### config.mk
export PLATFORM = sky130hd
export DESIGN_NAME = glsp_chain
export DESIGN_NICKNAME = d
export VERILOG_FILES = /design/src/rtl/glsp_pkg.sv /design/src/rtl/glsp_cell.sv /design/src/rtl/glsp_chain.sv
export SDC_FILE = /design/constraint.sdc
export NUM_CORES = 1
export LEC_CHECK = 0
export BUFFER_PORTS_ARGS = -buffer_cell sky130_fd_sc_hd__buf_4
export CORE_MARGIN = 1
export CORE_UTILIZATION = 50
export DETAILED_ROUTE_END_ITERATION = 10
export GPL_TIMING_DRIVEN = 1
export PLACE_DENSITY = 0.71
export SETUP_SLACK_MARGIN = 0.5
export SYNTH_ARGS = -nofsm -noshare
export SYNTH_HDL_FRONTEND = slang
export SYNTH_SLANG_ARGS = --single-unit
### constraint.sdc
create_clock -name i_clk -period 1.2 [get_ports i_clk]
set_input_delay 0.12 -clock i_clk [delete_from_list [all_inputs] [get_ports i_clk]]
set_output_delay 0.12 -clock i_clk [all_outputs]
set_load 0.01 [all_outputs]
### src/rtl/glsp_pkg.sv
// ----------------------------------------------------------------------------
// glsp_pkg
// Shared sizes, codes and types of the grid light spread block.
// ----------------------------------------------------------------------------
package glsp_pkg;

    localparam int GRID_COLS = 64;
    localparam int GRID_ROWS = 64;
    localparam int CELLS     = GRID_COLS * GRID_ROWS;
    localparam int COL_W     = $clog2(GRID_COLS);
    localparam int ROW_W     = $clog2(GRID_ROWS);
    localparam int ADDR_W    = $clog2(CELLS);
    localparam int CHAIN_LEN = GRID_COLS + 1;

    localparam logic [1:0] REQ_WRITE   = 2'd0;
    localparam logic [1:0] REQ_COMPUTE = 2'd1;
    localparam logic [1:0] REQ_READ    = 2'd2;

    localparam logic [1:0] CFG_DAYLIGHT = 2'd0;
    localparam logic [1:0] CFG_COLS     = 2'd1;
    localparam logic [1:0] CFG_ROWS     = 2'd2;

    typedef struct packed {
        logic [7:0] adj;
        logic [7:0] far_m1;
        logic [7:0] far;
        logic [7:0] far_p1;
    } t_taps;

    function automatic logic [ADDR_W-1:0] cell_idx(input logic [ROW_W-1:0] row,
                                                   input logic [COL_W-1:0] col);
        logic [31:0] lin;
        lin = 32'(row) * 32'(GRID_COLS) + 32'(col);
        return lin[ADDR_W-1:0];
    endfunction

endpackage

### src/rtl/glsp_cell.sv
// ----------------------------------------------------------------------------
// glsp_cell
// One stage of the light chain: holds one level and hands it on.
// ----------------------------------------------------------------------------
module glsp_cell (
    input  logic       i_clk,
    input  logic       i_shift,
    input  logic       i_flush,
    input  logic [7:0] i_d,
    output logic [7:0] o_q
);

    logic [7:0] r_q;
    logic [7:0] n_q;

    always_comb begin
        n_q = r_q;
        if (i_flush) begin
            n_q = 8'd0;
        end else if (i_shift) begin
            n_q = i_d;
        end
    end

    always_ff @(posedge i_clk) begin
        r_q <= n_q;
    end

    assign o_q = r_q;

endmodule

### src/rtl/glsp_chain.sv
// ----------------------------------------------------------------------------
// glsp_chain
// Row of cells holding the last grid row plus one of swept levels.
// ----------------------------------------------------------------------------
module glsp_chain (
    input  logic                i_clk,
    input  logic                i_shift,
    input  logic                i_flush,
    input  logic [7:0]          i_d,
    output glsp_pkg::t_taps     o_taps
);

    logic [7:0] w_q [glsp_pkg::CHAIN_LEN];

    for (genvar g = 0; g < glsp_pkg::CHAIN_LEN; g++) begin : g_cell
        glsp_cell u_cell (
            .i_clk   (i_clk),
            .i_shift (i_shift),
            .i_flush (i_flush),
            .i_d     ((g == 0) ? i_d : w_q[(g == 0) ? 0 : g - 1]),
            .o_q     (w_q[g])
        );
    end

    assign o_taps.adj    = w_q[0];
    assign o_taps.far_m1 = w_q[glsp_pkg::GRID_COLS - 2];
    assign o_taps.far    = w_q[glsp_pkg::GRID_COLS - 1];
    assign o_taps.far_p1 = w_q[glsp_pkg::GRID_COLS];

endmodule

Yosys cells after proc, flatten, opt, wreduce, memory -nomap -nowiden
Index checks and enable logic that the tools add are counted.
Word-level totals
  flip-flop bits (word level): 520
  bits of input ports: 11
  output and inout port bits: 32
  logic and storage cells: 65

Depth between registers and ports, before layout
  word-level depth: 0
  depth in mapped cells: 5
  gate-level depth less buffers: 2

Modules after synthesis
A second synthesis with hierarchy kept.
Second synthesis, totals
  cells, all modules: 1690
  area, all modules: 18542.8 µm²
By module, submodules not included
  glsp_cell: times used 65, cells an instance 26, area each 285.3 µm², seq. area each 160.2 µm²

Worst setup path after synthesis
No wires, ideal clock.
  path kind: input to register
  from: input port i_shift
  to: register g_cell[0].u_cell.r_q[1]
  library setup time: 0.117 ns
  arrival time: 0.794 ns
  required time: 1.083 ns
  setup slack: 0.289 ns
  stages on the path: 5
  path buffers: 3
  path through: buf_6 buf_12 buf_12 mux2i_1 nor2_1
RTL lines
  start: declaration: line glsp_chain.sv:7  | input logic i_shift,
  end signal: assignment: line glsp_cell.sv:26  | r_q <= n_q;
  end: declaration: line glsp_cell.sv:13  | logic [7:0] r_q;

Worst setup path in the final report
  from: register g_cell[64].u_cell.r_q[5]
  to: output port o_taps[5] (netlist bit)
RTL lines
  start: declaration: line glsp_cell.sv:13
  start signal: assignment: line glsp_cell.sv:26
  end: declaration: line glsp_chain.sv:10  | output glsp_pkg::t_taps o_taps
No word-level cell between the ends.

==> impl_results.md <==
* WHS Path Cells at 3
* TritonCTS Buffers at 48
* M1 GR Usage at 17.33%
* Highest clock rate at 862.6 MHz
* Stages on the worst setup path at 1
* Inst Count DP at 2161
* Leading area contributor after synthesis: dfxtp_1
* CTS tree: built
* LEAKAGE at 9.581 nW
* Rows at 70
* CP max stage cell: dfxtp_2
* Max Cap Viol at 0
* Failing checks: negative hold slack
* HPWL Detailed at 15930 µm
* Post-Syn Nets at 1687
* Net Sw Frac at 21.02%
* Max VDD drop at 1341 µV
* GRT Resource Usage Total at 14.26%
* Area growth syn-to-layout at 13.04%
* Fin crit share at 96.61%
* Tightest Hold Check Type: input port to flip-flop
* Post-synth top area share at 54.86%
* Worst-case clock buffer depth at 3
* Core area at 36960 µm²
* Hold WS at -0.005114 ns
* Crit-path cells: buf_6
* Data required, critical path at 1.08 ns
* Pre-CTS setup slack at 0.08683 ns
* CTS root buf: clkbuf_16
* Min cycle time layout at 1.159 ns
* RSZ-0062 raised after global routing: yes
* Design Area, Final at 21450 µm²
* PwrDens at 1565 nW/µm²
* Die width at 196.8 µm
* Largest net degree at the start of global routing at 91
* Area after DPL at 19320 µm²
* I/O pin count at 43
* Clock Skew at 0.01651 ns
* Final hold vios at 6
* Buf/Inv on CP at 1
* Antenna Nets Post-Route at 0
* Crit path launch type: flip-flop
* Final Worst Setup Slack at 0.04069 ns
* Switching pwr at 7.055 mW
* Die ar. at 38730 µm²
* Met3 GRT Util at 2.601%
* Non-filler instance count after layout at 2283
* Utilization after layout at 58.03%
* Seq/Total Area, Yosys at 54.86%
* Max reg flops at 520
* Mean Syn Cell Area at 11.32 µm²
* Initial Utilization at 51.34%
* Internal at 26.51 mW
* Number of synthesized register bits at 520
* Worst R2R Setup Slack at 0.31 ns
* CTS clk-pin slew, worst paths at 0.06 ns
* Cells after Synth at 1676
* Worst slew margin at 75.07%
* Drt wl/cell at 11.98 µm
* FF-to-FF Start: g_cell[62].u_cell.o_q[0]
* Vias per cell at 4.823
* Vias in the first global route at 10860
* Global routing's busiest layer: met2
* Crit path max-delay family: flip-flops
* Grt ovf at 0
* Vias at 11010
* Worst-Skew Late Latency at 0.56 ns
* CP arrival at 1.04 ns
* Commonest non-fill, non-tap cell in the layout: nor2_1
* Chip Height at 196.8 µm
* Met2 GRT Util at 25.19%
* Sequential power share at 51.6%
* CP endpoint kind: primary output
* Iter 0 DRT Violations at 412
* Cell Area, Synth at 18980 µm²
* Global placement routability congestion at 0.6903
* Yosys cell types at 8
* Crit path from: g_cell[64].u_cell.o_q[5]
* Slew Limit Fails at 0
* Slowest Stage Delay on Critical Path at 0.36 ns
* Nets at 1754
* Port Buffers at 42
* Finish-stage setup viols at 0
* Commonest cells after routing, fill and taps aside: 520 x nor2_1, 515 x mux2i_1, 484 x dfxtp_1
* Reg2Reg Depth at 4
* Clock power frac at 44.0%
* Setup tns final at 0 ns
* Number of antenna diodes at 0
* Worst-Margin Slew at 0.3739 ns
* Final WL at 27350 µm
* Pre-antenna DRT Iters at 4
* Part of the power in combinational logic at 4.4%
* Synth top area cells: dfxtp_1 55%, mux2i_1 27%, nor2_1 10%, buf_12 5.8%, buf_2 1.3%
* DRC at 0
* Clock Sinks at 520
* CP Max Fanout at 2
* First-pass GRT wire length at 47990 µm
* WS Path Type: flip-flop to primary output
* Initial antenna violation count at 0
* Level count of the clock H-tree at 2
* Layout cells sized above 1 at 13.27%
* Status: finished with violations
* Worst Hold Launch: i_flush
* Yosys Warn Count at 0
-- stage by stage --
stage | hold WS, ns | total power, mW
finish | -0.005114 | 33.56
detailed placement | 0.3621 | 19.10
global placement | 0.3541 | 19.08
floorplan | 0.2672 | 19.08
CTS | -0.02219 | 33.94
global route | -0.006918 | 34.79
-- power by group through the flow --
stage          clock, mW  combinational (mW)  sequential (mW)
6_report            14.8                1.47             17.3
5_1_grt             15.9                1.57             17.3
4_1_cts             15.2                1.46             17.3
3_5_place_dp           0                1.40             17.7
3_3_place_gp           0                1.38             17.7
2_1_floorplan          0                1.38             17.7
-- cells by family (layout without fill, tap and decap cells) --
family                 Yosys count  count (layout)  synth area share (%)
buffers and inverters          116             219                 7.424
flip-flops                     520             520                 54.86
multiplexers                   520             520                 27.43
AND/OR/NAND/NOR                520             520                 10.29
-- worst paths after layout --
| path | to |
|---|---|
| setup / recovery | o_taps[5] |
| hold / removal | g_cell[52].u_cell.o_q[4] |
| setup reg to reg | g_cell[63].u_cell.o_q[0] |
| hold reg to reg | g_cell[29].u_cell.o_q[5] |
-- routing by layer --
metal	vias up	share of wire, %	wire (µm)
met5	-	0	0
li1	5705	-	-
met2	72	47	12780
met3	52	2.7	744
met4	0	2.4	665
met1	5183	48	13160
-- Yosys cell counts (all sizes together) --
master	instances
buf	109
clkbuf	7
dfxtp	520
mux2i	520
nor2	520
-- cell type report --
| type | count | area (µm²) |
|---|---|---|
| repair buffers | 133 | 1624 |
| flip-flops and latches | 520 | 10460 |
| multi-input cells | 1040 | 7184 |
| well taps | 504 | 630.6 |
| clock buffers | 71 | 1398 |
| fillers | 3042 | 15510 |
| clock inverters | 15 | 155.1 |
-- timing repair --
| item | CTS | global route |
|---|---|---|
| resized for setup | 65 | 33 |
| endpoints found under the setup margin | 33 | 74 |
| hold buffers | 9 | 3 |
| buffers inserted | 20 | 4 |
| pin swaps | 0 | 14 |
| endpoints found under the hold margin | 58 | 5 |
Note: power is estimated with default switching activity, not from simulation.
